--- config.mk ---
export PLATFORM = sky130hd
export DESIGN_NAME = rbei_spin_lane
export DESIGN_NICKNAME = d
export VERILOG_FILES = /design/src/design/rigid_body_euler_integrator_assert.svh /design/src/design/rbei_pkg.sv /design/src/design/rbei_spin_lane.sv
export SDC_FILE = /design/constraint.sdc
export NUM_CORES = 2
export LEC_CHECK = 0
export BUFFER_PORTS_ARGS = -buffer_cell sky130_fd_sc_hd__buf_2
export CAP_MARGIN = 5
export CELL_PAD_IN_SITES_DETAIL_PLACEMENT = 1
export CELL_PAD_IN_SITES_GLOBAL_PLACEMENT = 1
export CORE_AREA = 2 2 274 276
export CTS_BUF_LIST = sky130_fd_sc_hd__clkbuf_4
export CTS_CLUSTER_DIAMETER = 60
export CTS_CLUSTER_SIZE = 14
export DETAILED_ROUTE_END_ITERATION = 6
export DIE_AREA = 0 0 276 278
export GPL_ROUTABILITY_DRIVEN = 0
export HOLD_SLACK_MARGIN = 0.12
export PLACE_DENSITY = 0.81
export SLEW_MARGIN = 20
export SYNTH_ARGS = -nofsm -noshare
export SYNTH_HDL_FRONTEND = slang
export SYNTH_SLANG_ARGS = --single-unit
--- constraint.sdc ---
create_clock -name aclk -period 9.45 [get_ports aclk]
set_input_delay 1.89 -clock aclk [delete_from_list [all_inputs] [get_ports aclk]]
set_output_delay 1.89 -clock aclk [all_outputs]
set_load 0.02 [all_outputs]
--- src/design/rigid_body_euler_integrator_assert.svh ---
// assertion helpers shared by the integrator modules
`ifndef RIGID_BODY_EULER_INTEGRATOR_ASSERT_SVH
`define RIGID_BODY_EULER_INTEGRATOR_ASSERT_SVH

// same-cycle implication, checked outside reset
`define RBEI_ASSERT_IMP(label, clk, rst_n, ante, cons, msg) \
    label: assert property (@(posedge clk) disable iff (!rst_n) (ante) |-> (cons)) \
        else $error(msg);

// next-cycle implication, checked outside reset
`define RBEI_ASSERT_NXT(label, clk, rst_n, ante, cons, msg) \
    label: assert property (@(posedge clk) disable iff (!rst_n) (ante) |=> (cons)) \
        else $error(msg);

`endif

--- src/design/rbei_pkg.sv ---
package rbei_pkg;

    localparam int FRAC_BITS_DEF = 16;
    localparam int HEADING_W = 19;
    // 2pi in Q32.32
    localparam longint unsigned TWO_PI_Q32 = 64'd26986075409;

    // 2pi rounded to the given number of fraction bits
    function automatic longint unsigned two_pi_q(input int frac);
        return (TWO_PI_Q32 + (64'd1 << (31 - frac))) >> (32 - frac);
    endfunction

    typedef enum logic [2:0] {
        KIND_TICK      = 3'd0,
        KIND_FORCE     = 3'd1,
        KIND_IMPULSE   = 3'd2,
        KIND_IMP_POINT = 3'd3,
        KIND_DRAG      = 3'd4,
        KIND_SET_POS   = 3'd5
    } kind_t;

    typedef enum logic [1:0] {
        REG_ENABLED    = 2'd0,
        REG_INV_MASS   = 2'd1,
        REG_INV_MOMENT = 2'd2,
        REG_DRAG       = 2'd3
    } cfg_reg_t;

    typedef enum logic [3:0] {
        ST_IDLE,
        ST_MUL1,
        ST_ADD1,
        ST_MUL2,
        ST_ADD2,
        ST_MUL3,
        ST_ADD3,
        ST_FIX,
        ST_DONE
    } state_t;

    typedef enum logic [2:0] {
        MS_FORCE_DT,
        MS_VEC_IMASS,
        MS_NVEL_DRAG,
        MS_VEL_DT,
        MS_EXT
    } lane_mul_t;

    typedef enum logic [1:0] {
        VOP_NONE,
        VOP_ADD_PROD,
        VOP_ADD_VEC
    } vel_op_t;

    typedef enum logic [1:0] {
        FOP_NONE,
        FOP_ADD_PROD,
        FOP_ADD_VEC,
        FOP_CLEAR
    } force_op_t;

    typedef enum logic [1:0] {
        POP_NONE,
        POP_ADD_PROD,
        POP_LOAD
    } pos_op_t;

    typedef enum logic [1:0] {
        SP_TORQUE_DT,
        SP_RATE_DT,
        SP_DOT_MOMENT
    } spin_mul_t;

    typedef struct packed {
        logic      mul_en;
        lane_mul_t mul_sel;
        vel_op_t   vel_op;
        force_op_t force_op;
        pos_op_t   pos_op;
    } lane_ctrl_t;

    typedef struct packed {
        logic      mul_en;
        spin_mul_t mul_sel;
        logic      add_en;
    } spin_ctrl_t;

    typedef struct packed {
        logic sum_en;
        logic mul1_en;
        logic mul2_en;
        logic fix_en;
    } wrap_ctrl_t;

    typedef struct packed {
        logic [2:0]         kind;
        logic signed [31:0] vec_x;
        logic signed [31:0] vec_y;
        logic signed [31:0] vec_z;
        logic signed [31:0] point_x;
        logic signed [31:0] point_y;
        logic [30:0]        step_time;
        logic signed [31:0] torque;
    } in_item_t;

    typedef struct packed {
        logic signed [31:0]     pos_x;
        logic signed [31:0]     pos_y;
        logic signed [31:0]     pos_z;
        logic signed [31:0]     vel_x;
        logic signed [31:0]     vel_y;
        logic signed [31:0]     vel_z;
        logic signed [31:0]     spin_rate;
        logic [HEADING_W-1:0]   heading;
    } out_item_t;

endpackage

--- src/design/rbei_spin_lane.sv ---
module rbei_spin_lane #(
    parameter int FRAC_BITS = rbei_pkg::FRAC_BITS_DEF
) (
    input  logic                 aclk,
    input  logic                 aresetn,
    input  rbei_pkg::spin_ctrl_t ctrl,
    input  logic signed [31:0]   torque,
    input  logic [30:0]          step_time,
    input  logic signed [31:0]   dot,
    input  logic [31:0]          inverse_moment,
    output logic signed [31:0]   rate,
    output logic signed [31:0]   prod_q
);
    import rbei_pkg::*;

    logic signed [31:0] rate_reg, rate_next;
    logic signed [65:0] prod_reg;
    logic signed [32:0] mul_a, mul_b;

    // multiplier operand select
    always_comb begin
        case (ctrl.mul_sel)
            SP_TORQUE_DT: begin
                mul_a = {torque[31], torque};
                mul_b = {2'b00, step_time};
            end
            SP_RATE_DT: begin
                mul_a = {rate_reg[31], rate_reg};
                mul_b = {2'b00, step_time};
            end
            SP_DOT_MOMENT: begin
                mul_a = {dot[31], dot};
                mul_b = {1'b0, inverse_moment};
            end
            default: begin
                mul_a = '0;
                mul_b = '0;
            end
        endcase
    end

    assign prod_q    = prod_reg[FRAC_BITS+31:FRAC_BITS];
    assign rate_next = ctrl.add_en ? rate_reg + prod_q : rate_reg;

    always_ff @(posedge aclk) begin
        if (!aresetn) begin
            rate_reg <= '0;
        end else begin
            rate_reg <= rate_next;
        end
    end

    always_ff @(posedge aclk) begin
        if (ctrl.mul_en) begin
            prod_reg <= mul_a * mul_b;
        end
    end

    assign rate = rate_reg;

endmodule

==> results by group <==
Status
  • Status: finished with violations
  • Failing checks: design-rule violations, negative setup slack

Floorplan
  • Die area: 0.0767 mm2
  • Row count: 100
  • Die Width: 276 um
  • Die Y-Extent: 278 um
  • Initial Utilization: 44.7%
  • Area of the core: 0.0738 mm2
  • I/O pin count: 197

Setup path
  • Worst setup EP type: flop
  • CP Max Fanout: 8
  • Critical Path AT: 11.43 ns
  • R2R Path End: prod_reg[34]
  • Most used cell, CP: fa_1
  • R2R setup slack: -0.68 ns
  • CP Data Required Time: 9.75 ns
  • WP buf/inv: 11
  • Slowest Stage Delay on Critical Path: 1.02 ns
  • Path depth of the worst reg2reg path: 30
  • Crit path max-delay family: adder cells
  • Reg-to-Reg Start: rate[6]
  • Worst Setup Start Kind: input pin
  • Critical path type: in2reg
  • Slowest CP cell: fa_1

Synthesis
  • Netlist area before placement: 0.0330 mm2
  • Top FF cell, synth: edfxtp_1
  • FF+latch count, synth: 64
  • Async SR Flop Fraction: 0%
  • Number of synthesized flops with an enable pin: 32
  • Syn Nets: 4940
  • YS warnings: 0
  • Register area share after synthesis: 4.85%
  • Post-Syn Instances: 3793
  • Syn Area/Cell: 8.70 um2
  • Distinct cells, synth: 74

Timing
  • Rel. slew slack: 12.1%
  • Hold violation count in the final report: 0
  • RSZ-0062 raised after global routing: true
  • Final slew viol count: 0
  • Ratio of final minimum period to clock period: 118%
  • Final Worst Setup Slack: -1.68 ns
  • Clock Skews: 0.0385 ns
  • FMAX: 89.9 MHz
  • Fin crit period: 11.13 ns
  • Endpoints failing setup: 30
  • Actual transition at the worst max-transition pin: 1.31 ns

Placed design
  • # port buffers: 196
  • Placed cell areas: 0.0392 mm2
  • Post-DP HPWL: 129000 um

Finish
  • Final-layout fill cell count: 8610
  • Fin nets: 5523
  • Area delta synth->final: 22.7%
  • Most frequent cells in the layout: 882 x inv_1, 819 x fa_1, 579 x nor2_1
  • Commonest non-fill, non-tap cell in the layout: inv_1
  • Share of layout cells above drive strength 1: 21.1%
  • Finished Cell Area: 0.0405 mm2

Detailed routing
  • Via/cell ratio: 6.61
  • Initial DRC Count: 5845
  • Via count: 35500
  • DRT Wirelength: 191000 um
  • Drt drc: 104
  • Post-DRT Antenna Nets: 0
  • Wire per inst: 35.6 um
  • DRT Pass-1 Iters: 7

Clock network
  • Htree depth: 3
  • CTS Buf Count: 9
  • Worst skew pair latency: 0.57 ns
  • Hold_buf cts: 0
  • Clock Tree Buf Depth: 2
  • CTS clk-pin slew, worst paths: 0.14 ns
  • Clk sinks: 64
  • TritonCTS clock tree: built
  • Clock root buffer: clkbuf_4

Hold path
  • Tightest Hold Check Type: reg2reg
  • Hold path cells: 2
  • Hold path startpoint: rate[25]
  • Worst hold endpoint: rate[25]

GRT
  • GRT Util Overall: 39.3%
  • First-pass GRT wire length: 222000 um
  • Number of global-route vias before repair: 36400
  • Total grt overflow: 0
  • Antenna violations before repair: 19
  • Largest net degree at the start of global routing: 47

Flow run
  • Max Cap Viol: 0
==> cell families (layout without fill, tap and decap cells) <==
group	Yosys count	after routing	synth area share (%)
adder cells (fa/ha/maj)	1014	1014	57.4
XOR/XNOR	92	92	2.48
buffers and inverters	1071	1659	12.4
other	0	19	0
AND/OR/NAND/NOR	1175	1175	14.5
flip-flops	64	64	4.85
multiplexers	50	50	1.53
AO/OA/AOI/OAI	327	327	6.79
==> repair_timing <==
action / in CTS / in global routing
gates cloned: 0 / 4
setup buffers: 6 / 27
resized for setup: 53 / 116
hold endpoints to repair: 0 / 0
endpoints found under the setup margin: 22 / 19
pin swaps: 5 / 49
==> cells in the mapped netlist, drive strengths merged (40+ instances only) <==
master  count  area [um2]
o21ai      40         204
fa        833       16700
mux2i      47         470
clkbuf    140         527
ha        181        2260
a21o       66         495
nand2     421        1580
nor2      597        2240
nor2b      47         294
inv       888        3330
xnor2      63         552
a21oi      97         508
buf        42         231
==> worst register-to-register path: cells and delay by family, from the launching register on <==
kind                     cells  cell delay, ns
AO/OA/AOI/OAI                3            0.82
XOR/XNOR                     1            0.18
adder cells (fa/ha/maj)      9            4.62
buffers and inverters        9            1.34
flip-flops                   1            0.65
multiplexers                 1            0.19
AND/OR/NAND/NOR              7            2.06
==> worst max path at each step <==
stage	startpoint	end	depth (start not counted)
after floorplan	ctrl[1]	prod_reg[44]	31
final	ctrl[1]	prod_reg[34]	32
after global routing	ctrl[1]	prod_reg[44]	31
after global placement	ctrl[1]	prod_reg[43]	30
after CTS	ctrl[1]	prod_reg[46]	32
after detailed placement	ctrl[1]	prod_reg[46]	33
==> metal layers <==
metal / GRT usage (%) / up-vias / wire length [um]
met5: 0 / - / 586
met4: 39.5 / 22 / 29800
met3: 8.57 / 2142 / 28700
met2: 63.8 / 3922 / 78800
met1: 41.9 / 17100 / 53200
li1: - / 12300 / -
==> final cells by class <==
class	instances	area, um2	share of cell area (%)
Antenna cell	19	47.5	0.117
Clock buffer	9	67.6	0.167
Clock inverter	7	45.0	0.111
Inverter	889	3340	8.26
Multi-Input combinational cell	2658	28100	69.3
Sequential cell	64	1600	3.95
Tap cell	969	1210	2.99
Timing Repair Buffer	754	6100	15.1
==> stage by stage <==
stage	utilization (%)	hold slack [ns]	worst slack [ns]	instances	setup TNS [ns]
2_1_floorplan	-	0.551	0.000477	3793	0
3_3_place_gp	53.1	0.524	-0.799	5297	-13.13
3_5_place_dp	53.1	0.538	-1.25	5297	-22.55
4_1_cts	53.6	0.556	-0.0219	5319	-0.0368
5_1_grt	54.8	0.606	-1.48	5361	-28.10
6_report	54.9	0.571	-1.68	5369	-30.75
Power is not shown: default switching activity piles up to over one toggle a cycle in this logic, so the estimate is an artifact.
