### src/design/rigid_body_euler_integrator_assert.svh
// assertion helpers shared by the integrator modules
`ifndef RIGID_BODY_EULER_INTEGRATOR_ASSERT_SVH
`define RIGID_BODY_EULER_INTEGRATOR_ASSERT_SVH

// same-cycle implication, checked outside reset
`define RBEI_ASSERT_IMP(label, clk, rst_n, ante, cons, msg) \
    label: assert property (@(posedge clk) disable iff (!rst_n) (ante) |-> (cons)) \
        else $error(msg);

// next-cycle implication, checked outside reset
`define RBEI_ASSERT_NXT(label, clk, rst_n, ante, cons, msg) \
    label: assert property (@(posedge clk) disable iff (!rst_n) (ante) |=> (cons)) \
        else $error(msg);

`endif

### src/design/rbei_pkg.sv
package rbei_pkg;

    localparam int FRAC_BITS_DEF = 16;
    localparam int HEADING_W = 19;
    // 2pi in Q32.32
    localparam longint unsigned TWO_PI_Q32 = 64'd26986075409;

    // 2pi rounded to the given number of fraction bits
    function automatic longint unsigned two_pi_q(input int frac);
        return (TWO_PI_Q32 + (64'd1 << (31 - frac))) >> (32 - frac);
    endfunction

    typedef enum logic [2:0] {
        KIND_TICK      = 3'd0,
        KIND_FORCE     = 3'd1,
        KIND_IMPULSE   = 3'd2,
        KIND_IMP_POINT = 3'd3,
        KIND_DRAG      = 3'd4,
        KIND_SET_POS   = 3'd5
    } kind_t;

    typedef enum logic [1:0] {
        REG_ENABLED    = 2'd0,
        REG_INV_MASS   = 2'd1,
        REG_INV_MOMENT = 2'd2,
        REG_DRAG       = 2'd3
    } cfg_reg_t;

    typedef enum logic [3:0] {
        ST_IDLE,
        ST_MUL1,
        ST_ADD1,
        ST_MUL2,
        ST_ADD2,
        ST_MUL3,
        ST_ADD3,
        ST_FIX,
        ST_DONE
    } state_t;

    typedef enum logic [2:0] {
        MS_FORCE_DT,
        MS_VEC_IMASS,
        MS_NVEL_DRAG,
        MS_VEL_DT,
        MS_EXT
    } lane_mul_t;

    typedef enum logic [1:0] {
        VOP_NONE,
        VOP_ADD_PROD,
        VOP_ADD_VEC
    } vel_op_t;

    typedef enum logic [1:0] {
        FOP_NONE,
        FOP_ADD_PROD,
        FOP_ADD_VEC,
        FOP_CLEAR
    } force_op_t;

    typedef enum logic [1:0] {
        POP_NONE,
        POP_ADD_PROD,
        POP_LOAD
    } pos_op_t;

    typedef enum logic [1:0] {
        SP_TORQUE_DT,
        SP_RATE_DT,
        SP_DOT_MOMENT
    } spin_mul_t;

    typedef struct packed {
        logic      mul_en;
        lane_mul_t mul_sel;
        vel_op_t   vel_op;
        force_op_t force_op;
        pos_op_t   pos_op;
    } lane_ctrl_t;

    typedef struct packed {
        logic      mul_en;
        spin_mul_t mul_sel;
        logic      add_en;
    } spin_ctrl_t;

    typedef struct packed {
        logic sum_en;
        logic mul1_en;
        logic mul2_en;
        logic fix_en;
    } wrap_ctrl_t;

    typedef struct packed {
        logic [2:0]         kind;
        logic signed [31:0] vec_x;
        logic signed [31:0] vec_y;
        logic signed [31:0] vec_z;
        logic signed [31:0] point_x;
        logic signed [31:0] point_y;
        logic [30:0]        step_time;
        logic signed [31:0] torque;
    } in_item_t;

    typedef struct packed {
        logic signed [31:0]     pos_x;
        logic signed [31:0]     pos_y;
        logic signed [31:0]     pos_z;
        logic signed [31:0]     vel_x;
        logic signed [31:0]     vel_y;
        logic signed [31:0]     vel_z;
        logic signed [31:0]     spin_rate;
        logic [HEADING_W-1:0]   heading;
    } out_item_t;

endpackage

### src/design/rbei_axis_lane.sv
module rbei_axis_lane #(
    parameter int FRAC_BITS = rbei_pkg::FRAC_BITS_DEF
) (
    input  logic                aclk,
    input  logic                aresetn,
    input  rbei_pkg::lane_ctrl_t ctrl,
    input  logic signed [31:0]  vec,
    input  logic [30:0]         step_time,
    input  logic [31:0]         inverse_mass,
    input  logic signed [31:0]  drag_coefficient,
    input  logic signed [31:0]  ext_a,
    input  logic signed [31:0]  ext_b,
    output logic signed [31:0]  pos,
    output logic signed [31:0]  vel,
    output logic [63:0]         prod_lo
);
    import rbei_pkg::*;

    logic signed [31:0] pos_reg, pos_next;
    logic signed [31:0] vel_reg, vel_next;
    logic signed [31:0] force_reg, force_next;
    logic signed [65:0] prod_reg;
    logic signed [32:0] mul_a, mul_b;
    logic [31:0]        nvel;
    logic [31:0]        prod_q;

    assign nvel   = 32'd0 - vel_reg;
    assign prod_q = prod_reg[FRAC_BITS+31:FRAC_BITS];

    // multiplier operand select
    always_comb begin
        case (ctrl.mul_sel)
            MS_FORCE_DT: begin
                mul_a = {force_reg[31], force_reg};
                mul_b = {2'b00, step_time};
            end
            MS_VEC_IMASS: begin
                mul_a = {vec[31], vec};
                mul_b = {1'b0, inverse_mass};
            end
            MS_NVEL_DRAG: begin
                mul_a = {nvel[31], nvel};
                mul_b = {drag_coefficient[31], drag_coefficient};
            end
            MS_VEL_DT: begin
                mul_a = {vel_reg[31], vel_reg};
                mul_b = {2'b00, step_time};
            end
            MS_EXT: begin
                mul_a = {ext_a[31], ext_a};
                mul_b = {ext_b[31], ext_b};
            end
            default: begin
                mul_a = '0;
                mul_b = '0;
            end
        endcase
    end

    // state updates
    always_comb begin
        case (ctrl.vel_op)
            VOP_ADD_PROD: vel_next = vel_reg + prod_q;
            VOP_ADD_VEC:  vel_next = vel_reg + vec;
            default:      vel_next = vel_reg;
        endcase
        case (ctrl.force_op)
            FOP_ADD_PROD: force_next = force_reg + prod_q;
            FOP_ADD_VEC:  force_next = force_reg + vec;
            FOP_CLEAR:    force_next = '0;
            default:      force_next = force_reg;
        endcase
        case (ctrl.pos_op)
            POP_ADD_PROD: pos_next = pos_reg + prod_q;
            POP_LOAD:     pos_next = vec;
            default:      pos_next = pos_reg;
        endcase
    end

    always_ff @(posedge aclk) begin
        if (!aresetn) begin
            pos_reg   <= '0;
            vel_reg   <= '0;
            force_reg <= '0;
        end else begin
            pos_reg   <= pos_next;
            vel_reg   <= vel_next;
            force_reg <= force_next;
        end
    end

    // product register
    always_ff @(posedge aclk) begin
        if (ctrl.mul_en) begin
            prod_reg <= mul_a * mul_b;
        end
    end

    assign pos     = pos_reg;
    assign vel     = vel_reg;
    assign prod_lo = prod_reg[63:0];

endmodule

### config.mk
export PLATFORM = sky130hd
export DESIGN_NAME = rbei_axis_lane
export DESIGN_NICKNAME = d
export VERILOG_FILES = /design/src/design/rigid_body_euler_integrator_assert.svh /design/src/design/rbei_pkg.sv /design/src/design/rbei_axis_lane.sv
export SDC_FILE = /design/constraint.sdc
export NUM_CORES = 2
export LEC_CHECK = 0
export BUFFER_PORTS_ARGS = -buffer_cell sky130_fd_sc_hd__buf_2
export CELL_PAD_IN_SITES_DETAIL_PLACEMENT = 1
export CELL_PAD_IN_SITES_GLOBAL_PLACEMENT = 2
export CORE_MARGIN = 2
export CORE_UTILIZATION = 43
export CTS_CLUSTER_SIZE = 40
export DETAILED_ROUTE_END_ITERATION = 16
export GPL_ROUTABILITY_DRIVEN = 1
export HOLD_SLACK_MARGIN = 0.06
export PLACE_DENSITY_LB_ADDON = 0.15
export SYNTH_ARGS = -nofsm -noshare
export SYNTH_HDL_FRONTEND = slang
export SYNTH_SLANG_ARGS = --single-unit
export TNS_END_PERCENT = 30
### constraint.sdc
create_clock -name aclk -period 25.7 [get_ports aclk]
set_input_delay 2.57 -clock aclk [delete_from_list [all_inputs] [get_ports aclk]]
set_output_delay 2.57 -clock aclk [all_outputs]
set_load 0.02 [all_outputs]
==> flow_metrics.py <==
metrics = {
    "timing": {
        "worst_pin_slew_ps": 1230,
        "fin_crit_sh_pct": 53.5,
        "finalHoldViolCount": 0,
        "rsz0062_at_grt": "no",
        "clock_skew_ps": 34.3,
        "timing.fmax_mhz": 72.8,
        "final-setup-viol-count": 0,
        "drv_slew": 0,
        "finalSetupTns_ps": 0,
        "period_minus_slack_ps": 13740,
        "slew_headroom_pct": 17.2,
    },
    "grt": {
        "grt_max_degree": 61,
        "grt_pass1_wl_um": 325000,
        "antenna_found_initial": 15,
        "grtUsageTotal_pct": 35.2,
        "grt-ovfl-total": 0,
        "grt_pass1_vias": 49600,
    },
    "logic_synthesis": {
        "synth_nets": 7856,
        "synth_top_area_share_pct": 41.9,
        "synth.most_common_cell": "inv_1",
        "async_reset_ff_share_pct": 0,
        "avgSynthCellArea_um2": 8.60,
        "synth_edf_count": 64,
        "ys_ff_latch": 160,
        "seq_area_frac_synth_pct": 7.24,
        "ys_types": 92,
        "synth_flop_cell": "dfxtp_1",
        "netlist_top_cells_count": "inv_1 (1177), fa_1 (1110), nand2_1 (730), nor2_1 (725), ha_1 (370)",
        "ys_top_cells_by_area": "fa_1 (42%), ha_1 (8.7%), inv_1 (8.3%)",
        "netlist_area_um2": 53100,
        "ys_warn_count": 0,
        "synth_cells": 6173,
        "synth_top_cell_by_area": "fa_1",
    },
    "routing": {
        "postRouteAntennaNets": 0,
        "avgViaCountPerCell": 5.77,
        "routedWlPerCell_um": 27.4,
        "post-route-drc-count": 0,
        "first_pass_iters": 5,
        "wirelength_um": 220000,
        "drtIter0Drc": 3428,
        "vias": 46100,
    },
    "cts": {
        "cts_buffers": 17,
        "ctsHoldBuffers": 0,
        "clk_latency_ps": 550,
        "htree_levels": 4,
        "cts_post_setup_buffers_inserted": 0,
        "cts_max_path_buffers": 2,
        "clkTransAtPathRegs_ps": 90,
        "cts_tree": "built",
        "clock-sinks": 160,
        "ctsResizeCount": 0,
        "root_buffer": "clkbuf_16",
    },
    "cells_and_area": {
        "fill_cells": 14500,
        "drive_gt1_share_pct": 9.29,
        "final_util_pct": 47.0,
        "largest_register_ffs": 64,
        "final_nets": 8043,
        "area.growth.synth_to_final_pct": 8.12,
    },
    "worst_setup_path": {
        "start_kind": "input pin",
        "setup.worst_path.class": "in2reg",
        "slowest_stage": "a211oi_1",
        "required_ps": 26000,
        "endpoint_kind": "register",
        "cpMostUsedCell": "fa_1",
        "crit_fanout": 40,
        "cp.arrival_ps": 14040,
        "slowest_delay_ps": 1090,
    },
    "floorplanning": {
        "initial_core_util_pct": 43.4,
        "core-area_um2": 122000,
        "dieArea_um2": 126000,
        "fp.dieH_um": 355,
        "io_pins": 331,
        "core.rowCount": 128,
        "die_x_um": 355,
    },
    "place": {
        "numPortBuffers": 330,
        "hpwl_um": 176000,
        "place.gp.congestion": 0.952,
    },
    "min_path": {
        "hold_class": "reg2reg",
    },
    "run": {
        "drv_cap": 0,
    },
    "outcome": {
        "status": "complete, no violations",
    },
}
[cell families (layout without fill, tap and decap cells)]
family | after synthesis | count (layout) | share of synthesized area, %
flops | 160 | 160 | 7.24
other cells | 0 | 5 | 0
fa+ha+maj | 1480 | 1480 | 50.6
simple gates | 1766 | 1766 | 14.0
buf+inv | 1466 | 1666 | 10.4
mux | 84 | 84 | 1.66
compound gates | 993 | 993 | 12.3
xor+xnor | 224 | 224 | 3.70
[final cells by class]
cell class	instances	area, um2	area share [%]
Antenna cell	5	12.5	0.0218
Clock buffer	17	425	0.741
Clock inverter	15	164	0.286
Inverter	1182	4440	7.73
Multi-Input combinational cell	4547	43900	76.5
Sequential cell	160	3840	6.70
Tap cell	1625	2030	3.54
Timing Repair Buffer	452	2580	4.49
[critical path: cells and delay by family]
kind | cells | cell delay (ps)
buffers and inverters | 10 | 2180
adders and majority gates | 9 | 4340
AOI/OAI and AO/OA | 12 | 4550
xor gates and xnor gates | 1 | 100
and+or+nand+nor | 2 | 220
[stage by stage]
| step | setup slack [ps] | cell area [um2] | std cells | hold slack (ps) |
|---|---|---|---|---|
| 2_1_floorplan | 14020 | 53100 | 6173 | 533 |
| 3_3_place_gp | 11730 | 56800 | 7966 | 484 |
| 3_5_place_dp | 11600 | 56800 | 7966 | 493 |
| 4_1_cts | 12140 | 57400 | 7998 | 508 |
| 5_1_grt | 11630 | 57400 | 8000 | 530 |
| 6_report | 11960 | 57400 | 8003 | 507 |
[cell usage in the layout (no fill, tap or decap), types with 46 or more instances in the layout]
cell type	n
edfxtp_1	64
o21ai_0	154
a21o_1	109
xor2_1	62
nand2_1	730
buf_4	126
ha_1	368
nor2_1	722
a21oi_1	305
inv_1	1177
o21a_1	46
nand3_1	46
a211oi_1	54
xnor2_1	162
nand2b_1	46
buf_2	326
mux2i_1	61
dfxtp_1	96
fa_1	1110
[metal layers]
layer / track usage (%) / up-vias / wire length (um)
met2: 55.7 / 1907 / 99500
li1: - / 19700 / -
met4: 14.3 / 6 / 10100
met1: 47.1 / 24100 / 90800
met5: 0 / - / 45
met3: 7.13 / 418 / 19200
[final timing paths]
path	startpoint	to	slack [ps]	cells past startpoint
worst max register to register	vel[4]	prod_reg[63]	13530	28
worst min register to register	pos[31]	pos[31]	510	2
worst min-delay path	pos[31]	pos[31]	510	2
worst max-delay path	ctrl[6]	prod_reg[63]	11960	34
Power is left out: the tool's default activity adds up to more than one toggle a clock period on the data nets, which glitch-free logic cannot reach.
