===== src/design/rigid_body_euler_integrator_assert.svh =====
// assertion helpers shared by the integrator modules
`ifndef RIGID_BODY_EULER_INTEGRATOR_ASSERT_SVH
`define RIGID_BODY_EULER_INTEGRATOR_ASSERT_SVH

// same-cycle implication, checked outside reset
`define RBEI_ASSERT_IMP(label, clk, rst_n, ante, cons, msg) \
    label: assert property (@(posedge clk) disable iff (!rst_n) (ante) |-> (cons)) \
        else $error(msg);

// next-cycle implication, checked outside reset
`define RBEI_ASSERT_NXT(label, clk, rst_n, ante, cons, msg) \
    label: assert property (@(posedge clk) disable iff (!rst_n) (ante) |=> (cons)) \
        else $error(msg);

`endif


===== src/design/rbei_pkg.sv =====
package rbei_pkg;

    localparam int FRAC_BITS_DEF = 16;
    localparam int HEADING_W = 19;
    // 2pi in Q32.32
    localparam longint unsigned TWO_PI_Q32 = 64'd26986075409;

    // 2pi rounded to the given number of fraction bits
    function automatic longint unsigned two_pi_q(input int frac);
        return (TWO_PI_Q32 + (64'd1 << (31 - frac))) >> (32 - frac);
    endfunction

    typedef enum logic [2:0] {
        KIND_TICK      = 3'd0,
        KIND_FORCE     = 3'd1,
        KIND_IMPULSE   = 3'd2,
        KIND_IMP_POINT = 3'd3,
        KIND_DRAG      = 3'd4,
        KIND_SET_POS   = 3'd5
    } kind_t;

    typedef enum logic [1:0] {
        REG_ENABLED    = 2'd0,
        REG_INV_MASS   = 2'd1,
        REG_INV_MOMENT = 2'd2,
        REG_DRAG       = 2'd3
    } cfg_reg_t;

    typedef enum logic [3:0] {
        ST_IDLE,
        ST_MUL1,
        ST_ADD1,
        ST_MUL2,
        ST_ADD2,
        ST_MUL3,
        ST_ADD3,
        ST_FIX,
        ST_DONE
    } state_t;

    typedef enum logic [2:0] {
        MS_FORCE_DT,
        MS_VEC_IMASS,
        MS_NVEL_DRAG,
        MS_VEL_DT,
        MS_EXT
    } lane_mul_t;

    typedef enum logic [1:0] {
        VOP_NONE,
        VOP_ADD_PROD,
        VOP_ADD_VEC
    } vel_op_t;

    typedef enum logic [1:0] {
        FOP_NONE,
        FOP_ADD_PROD,
        FOP_ADD_VEC,
        FOP_CLEAR
    } force_op_t;

    typedef enum logic [1:0] {
        POP_NONE,
        POP_ADD_PROD,
        POP_LOAD
    } pos_op_t;

    typedef enum logic [1:0] {
        SP_TORQUE_DT,
        SP_RATE_DT,
        SP_DOT_MOMENT
    } spin_mul_t;

    typedef struct packed {
        logic      mul_en;
        lane_mul_t mul_sel;
        vel_op_t   vel_op;
        force_op_t force_op;
        pos_op_t   pos_op;
    } lane_ctrl_t;

    typedef struct packed {
        logic      mul_en;
        spin_mul_t mul_sel;
        logic      add_en;
    } spin_ctrl_t;

    typedef struct packed {
        logic sum_en;
        logic mul1_en;
        logic mul2_en;
        logic fix_en;
    } wrap_ctrl_t;

    typedef struct packed {
        logic [2:0]         kind;
        logic signed [31:0] vec_x;
        logic signed [31:0] vec_y;
        logic signed [31:0] vec_z;
        logic signed [31:0] point_x;
        logic signed [31:0] point_y;
        logic [30:0]        step_time;
        logic signed [31:0] torque;
    } in_item_t;

    typedef struct packed {
        logic signed [31:0]     pos_x;
        logic signed [31:0]     pos_y;
        logic signed [31:0]     pos_z;
        logic signed [31:0]     vel_x;
        logic signed [31:0]     vel_y;
        logic signed [31:0]     vel_z;
        logic signed [31:0]     spin_rate;
        logic [HEADING_W-1:0]   heading;
    } out_item_t;

endpackage


===== src/design/rbei_heading_wrap.sv =====
`include "rigid_body_euler_integrator_assert.svh"

module rbei_heading_wrap #(
    parameter int FRAC_BITS = rbei_pkg::FRAC_BITS_DEF
) (
    input  logic                           aclk,
    input  logic                           aresetn,
    input  rbei_pkg::wrap_ctrl_t           ctrl,
    input  logic signed [31:0]             inc,
    output logic [rbei_pkg::HEADING_W-1:0] heading
);
    import rbei_pkg::*;

    localparam longint unsigned TwoPi = two_pi_q(FRAC_BITS);
    localparam int CW = $clog2(TwoPi);
    // sum width: offset old heading plus signed increment stays below 2^SW
    localparam int SW = 34;
    localparam longint unsigned Wraps = ((64'd1 << 31) + TwoPi - 64'd1) / TwoPi;
    localparam longint unsigned Offset = TwoPi * Wraps;
    localparam longint unsigned Recip = (64'd1 << SW) / TwoPi;
    localparam int RW = $clog2(Recip + 64'd1);
    localparam int PW = RW + CW;
    localparam logic [RW-1:0] RecipV = RW'(Recip);
    localparam logic [CW-1:0] TwoPiC = CW'(TwoPi);
    localparam logic [SW-1:0] TwoPiS = SW'(TwoPi);
    localparam logic [SW-1:0] OffsetS = SW'(Offset);

    logic [CW-1:0]    orient_reg, orient_next;
    logic [SW-1:0]    osum_reg;
    logic [SW+RW-1:0] qprod_reg;
    logic [SW-1:0]    qc_reg;
    logic [RW-1:0]    quot;
    logic [PW-1:0]    qc_full;
    logic [SW-1:0]    rem;

    // quotient estimate is low by at most one, so one correction step
    assign quot    = qprod_reg[SW+RW-1:SW];
    assign qc_full = PW'(quot) * PW'(TwoPiC);
    assign rem     = osum_reg - qc_reg;

    always_comb begin
        orient_next = orient_reg;
        if (ctrl.fix_en) begin
            if (rem >= TwoPiS) begin
                orient_next = CW'(rem - TwoPiS);
            end else begin
                orient_next = CW'(rem);
            end
        end
    end

    // reduction pipeline: biased sum, reciprocal multiply, back-multiply
    always_ff @(posedge aclk) begin
        if (ctrl.sum_en) begin
            osum_reg <= SW'(orient_reg) + {{(SW-32){inc[31]}}, inc} + OffsetS;
        end
        if (ctrl.mul1_en) begin
            qprod_reg <= osum_reg * RecipV;
        end
        if (ctrl.mul2_en) begin
            qc_reg <= qc_full[SW-1:0];
        end
    end

    always_ff @(posedge aclk) begin
        if (!aresetn) begin
            orient_reg <= '0;
        end else begin
            orient_reg <= orient_next;
        end
    end

    assign heading = HEADING_W'(orient_reg);

    `RBEI_ASSERT_IMP(a_orient_range, aclk, aresetn, 1'b1, orient_reg < TwoPiC, "heading out of range")
    `RBEI_ASSERT_NXT(a_fix_updates, aclk, aresetn, !ctrl.fix_en, $stable(orient_reg), "heading moved outside fix step")

endmodule

===== config.mk =====
export PLATFORM = sky130hd
export DESIGN_NAME = rbei_heading_wrap
export DESIGN_NICKNAME = d
export VERILOG_FILES = /design/src/design/rbei_pkg.sv /design/src/design/rbei_heading_wrap.sv
export VERILOG_INCLUDE_DIRS = /design/src /design/src/design
export SDC_FILE = /design/constraint.sdc
export NUM_CORES = 1
export LEC_CHECK = 0
export BUFFER_PORTS_ARGS = -buffer_cell sky130_fd_sc_hd__buf_2
export CORE_ASPECT_RATIO = 0.7
export CORE_MARGIN = 5
export CORE_UTILIZATION = 66
export CTS_CLUSTER_DIAMETER = 30
export DETAILED_ROUTE_END_ITERATION = 6
export PLACE_DENSITY = 0.81
export SETUP_SLACK_MARGIN = 0.3
export SYNTH_ARGS = -nofsm -noshare
export SYNTH_HDL_FRONTEND = slang
export SYNTH_SLANG_ARGS = --single-unit

===== constraint.sdc =====
create_clock -name aclk -period 7.9 [get_ports aclk]
set_input_delay 0.79 -clock aclk [delete_from_list [all_inputs] [get_ports aclk]]
set_output_delay 0.79 -clock aclk [all_outputs]
set_load 0.01 [all_outputs]

==> results of run 1 <==
critical path: stages, from the launching register on:
cell and delay [ps]:
edfxtp_1 530, inv_1 210, fa_1 600, fa_1 440
fa_1 520, inv_1 60, fa_1 490, fa_1 490
inv_1 50, fa_1 470, inv_1 40, ha_1 310
o21a_1 150, o21ai_0 110, a2111oi_0 490, nor2_1 70
a31oi_1 510, o31a_1 260, a41oi_1 220, a2111oi_1 540
or4_1 210, a31oi_1 100, xnor2_1 130
layout make-up:
type,instances,area (sq um)
Timing Repair Buffer,57,287.8
Fill cell,2378,9284
Multi-Input combinational cell,1492,15990
Clock buffer,9,225.2
Sequential cell,102,2873
Antenna cell,2,5.005
Inverter,556,2087
Clock inverter,7,73.82
Tap cell,420,525.5
kinds of logic after synthesis:
family,count (synthesis)
buf+inv,584
xor+xnor,87
fa+ha+maj,708
mux,4
compound gates,350
simple gates,343
flops,102
layer usage:
| layer | part of all wire | GRT usage |
|---|---|---|
| met5 | 0 | 0 |
| met1 | 0.46 | 0.4384 |
| met4 | 0.016 | 0.05733 |
| met3 | 0.086 | 0.05529 |
| met2 | 0.44 | 0.4344 |
placed cells by master (no fill, tap or decap), types with 19 or more instances in the layout:
cell type,n
ha_1,414
a21oi_1,89
nor2_1,87
fa_1,294
nor3_1,26
edfxtp_1,83
xnor2_1,62
buf_2,56
nand3_1,43
dfxtp_1,19
o21ai_0,38
xor2_1,25
nand2_1,75
inv_1,555
a21o_1,44
stage by stage:
stage | utilization | std cells | cell area (sq um) | worst slack (ps) | hold slack [ps]
6_report | 0.7039 | 2645 | 22070 | 646.8 | 506.8
4_1_cts | 0.7035 | 2643 | 22050 | 579.1 | 503.4
5_1_grt | 0.7039 | 2645 | 22070 | 333.1 | 512.1
2_1_floorplan | - | 2178 | 21090 | 1514 | 514.8
3_3_place_gp | 0.6939 | 2627 | 21750 | 725.1 | 492.0
3_5_place_dp | 0.6939 | 2627 | 21750 | 559.5 | 493.4
worst paths after layout:
path / start / to / slack [ps] / cells after the start
worst min-delay path: heading[16] / heading[16] / 510 / 2
worst min register to register: heading[16] / heading[16] / 510 / 2
worst max register to register: osum_reg[14] / qprod_reg[49] / 650 / 22
worst max-delay path: osum_reg[14] / qprod_reg[49] / 650 / 22
==> metrics.cfg, run 1 <==
[yosys]
synthAdderAreaFrac=0.5246
synth_area_leaders=fa_1, ha_1, edfxtp_1, inv_1, xnor2_1
synth_compound_area_frac=0.1134
synth_seq_cells=102
netlist_instances=2178
syn_area_sq_mm=0.02109
synth_edf_count=83
syn_area_per_cell_sq_um=9.685
synthMuxAreaShare=0.001898
yosys_warnings=0
syn-num-nets=2924
yosys-top-cells-count=inv_1, ha_1, fa_1
synth_top_family_by_area=adder cells
async_flop_share=0
synth_simple_gate_area_frac=0.08168
netlist-cell-type-count=83
ys.flop_type=edfxtp_1
netlist.area_leader.share=0.2790
yosysMostFrequentCell=inv_1
yosys.area.top_type=fa_1
seq_area_frac_synth=0.1362
synthXorXnorAreaFrac=0.03612

[sta]
tightest_slew_ps=1021
slew_violations=0
slew_headroom=0.3110
final.setup.tns_ps=0
final.min_clock_period_ps=7253
setup_viol=0
fin_worst_skew_ps=8.196
fmax_mhz=137.9
finalHoldViolCount=0
timing.final.crit_share=0.9181
rsz0062_at_grt=false

[grt]
antenna_found_initial=3
grt_max_degree=43
grt_use_total=0.2879
grt.overflow.total=0
grt_pass1_wl_mm=82.17
first_global_vias=15780

[floorplan]
dieWidth_um=223.7
initial_core_util=0.6729
die_h_um=159.6
core_area_sq_mm=0.03135
rows=54
num_io_pins=57
die-area_sq_mm=0.03569

[layout]
area_growth_pct=4.609
drive_above_1_share=0.04408
final_nets=2964
largest_reg_flops=34

[run]
drv_cap=0

[worst_setup_path]
cp.arrival_ps=7380
start_kind=register
criticalPathCategory=register to register
cp_max_fo=5
end_kind=register
crit_required_ps=8020

[clock_network]
clk_latency_ps=370
cts_root_buf=clkbuf_16
cts_sinks=102
numCtsBuffers=9
post_cts_buffers=0
ctsHtreeMaxLevel=3
cts_resized=0
cts_hold_buffers=0
cts_buffer_depth=2
clk_pin_slew_ps=80
cts_tree=yes

[detailed_routing]
wire_per_inst_um=19.19
drcViolationCount=0
vias=15410
wl_mm=50.77
drtPass1Iterations=5
drt_iter0_drc=1215
ant_nets=0
avgViaCountPerCell=5.827

[placement]
dp_hpwl_mm=44.55
portBuffers=56
gp_routability_congestion=1.029

[hold_path]
hp-class=register to register

[outcome]
status=complete, no violations

Power of run 1 is left out: the tool's default activity adds up to more than one toggle a clock period on the data nets, which glitch-free logic cannot reach.
==> inputs of run 2 (changes only) <==
--- a/config.mk
+++ b/config.mk
@@ -8,7 +8,7 @@
 export LEC_CHECK = 0
 export BUFFER_PORTS_ARGS = -buffer_cell sky130_fd_sc_hd__buf_2
 export CORE_ASPECT_RATIO = 0.7
-export CORE_MARGIN = 5
+export CORE_MARGIN = 4
 export CORE_UTILIZATION = 66
 export CTS_CLUSTER_DIAMETER = 30
 export DETAILED_ROUTE_END_ITERATION = 6
==> metrics.cfg, run 2 (same netlist as run 1, synthesis figures left out) <==
[worst_setup_path]
start_kind=register
crit_required_ps=8020
cp.arrival_ps=7270
crit_path_frequent_cell=fa_1
r2r-start=osum_reg[14]
reg2reg_depth=21
criticalPathCategory=register to register
end_kind=register
cp_max_fo=5
rrSetupSlack_ps=750
r2r_end=qprod_reg[49]
crit_slowest_cell=fa_1
slowest_delay_ps=580
crit_chain=inv_1 > fa_1 > fa_1 > fa_1 > inv_1 > fa_1 > fa_1 > inv_1 > fa_1 > inv_1 > ha_1 > a21oi_1 > nor2_1 > a2111oi_0 > a31oi_2 > o31a_1 > a41oi_1 > a2111oi_1 > or4_1 > a31oi_1 > xnor2_1

[detailed_routing]
drt_iter0_drc=1270
drcViolationCount=0
wire_per_inst_um=19.23
vias=15400
ant_nets=0
avgViaCountPerCell=5.825
drtPass1Iterations=6
wl_mm=50.85

[clock_network]
cts_sinks=102
clk_latency_ps=370
cts_root_buf=clkbuf_16
cts_tree=yes
numCtsBuffers=9
post_cts_buffers=0
cts_buffer_depth=2
clk_pin_slew_ps=70
ctsHtreeMaxLevel=3

[grt]
first_global_vias=15580
grt.overflow.total=0
antenna_found_initial=4
grt_max_degree=43
grt_use_total=0.2949
grt_pass1_wl_mm=81.88

[hold_path]
min_to=heading[16]
hp-class=register to register
holdPathStages=2
hold_start=heading[16]

[layout]
final_common_cell=inv_1
drive_above_1_share=0.04453
largest_reg_flops=34
layout_common_cells=inv_1, ha_1, fa_1
final_nets=2964
area_growth_pct=4.597

[sta]
timing.final.crit_share=0.9053
finalHoldViolCount=0
final.setup.tns_ps=0
whs_ps=504.5
fmax_mhz=139.8
fin_worst_skew_ps=12.20
final.min_clock_period_ps=7152
tightest_slew_ps=1010
slew_headroom=0.3184
setup_viol=0
slew_violations=0
rsz0062_at_grt=false

[floorplan]
initial_core_util=0.6729
die_h_um=157.6
num_io_pins=57
die-area_sq_mm=0.03493
rows=54
core_area_sq_mm=0.03135
dieWidth_um=221.7

[outcome]
status=complete, no violations

[run]
drv_cap=0

[placement]
portBuffers=56
gp_routability_congestion=1.007
dp_hpwl_mm=44.72

run 2: changes by cell type in the layout (fill, tap and decap cells not counted), sizes merged:
cell      previous run  this run
inv                559       558
clkinv               4         3
diode                2         1
clkinvlp             0         2
run 2: timing repair:
item,CTS,global route
setup endpoints to repair,0,4
hold buffers,0,0
resized for setup,0,3
run 2: layout make-up:
cell class / instances / area (sq um)
fill: 2421 / 9286
inverter: 556 / 2087
tap: 420 / 525.5
timing repair buffer: 57 / 287.8
clock buffer: 9 / 225.2
sequential: 102 / 2873
multi-input combinational: 1492 / 16000
antenna: 1 / 2.502
clock inverter: 7 / 67.56
run 2: worst max path at each step:
stage,start,end,slack [ps],depth (start not counted)
2_1_floorplan,qprod_reg[47],qc_reg[33],1510,20
3_3_place_gp,osum_reg[12],qprod_reg[49],750,21
3_5_place_dp,osum_reg[12],qprod_reg[49],570,21
4_1_cts,osum_reg[12],qprod_reg[49],570,21
5_1_grt,osum_reg[27],qprod_reg[49],320,22
6_report,osum_reg[14],qprod_reg[49],750,21
run 2: routing by layer:
| metal | GRT usage | up-vias | part of all wire |
|---|---|---|---|
| li1 | - | 7267 | - |
| met5 | 0 | - | 0.00026 |
| met2 | 0.4621 | 520 | 0.44 |
| met4 | 0.04900 | 2 | 0.014 |
| met3 | 0.05338 | 55 | 0.086 |
| met1 | 0.4428 | 7557 | 0.46 |
run 2: worst max-delay path, delay by kind of cell (launching register included):
kind | cells | cell delay [ps]
adders and majority gates | 7 | 3300
and+or+nand+nor | 2 | 520
xor gates and xnor gates | 1 | 100
AOI/OAI and AO/OA | 7 | 2080
buffers and inverters | 4 | 370
DFF | 1 | 530
run 2: stage by stage:
stage / util / cell area [sq um] / std cells / setup slack, ps
3_3_place_gp: 0.6939 / 21750 / 2627 / 747.0
4_1_cts: 0.7033 / 22050 / 2643 / 572.3
5_1_grt: 0.7037 / 22060 / 2643 / 323.0
2_1_floorplan: - / 21090 / 2178 / 1514
3_5_place_dp: 0.6939 / 21750 / 2627 / 568.5
6_report: 0.7038 / 22060 / 2644 / 748.2
Power of run 2 is left out for the same reason.
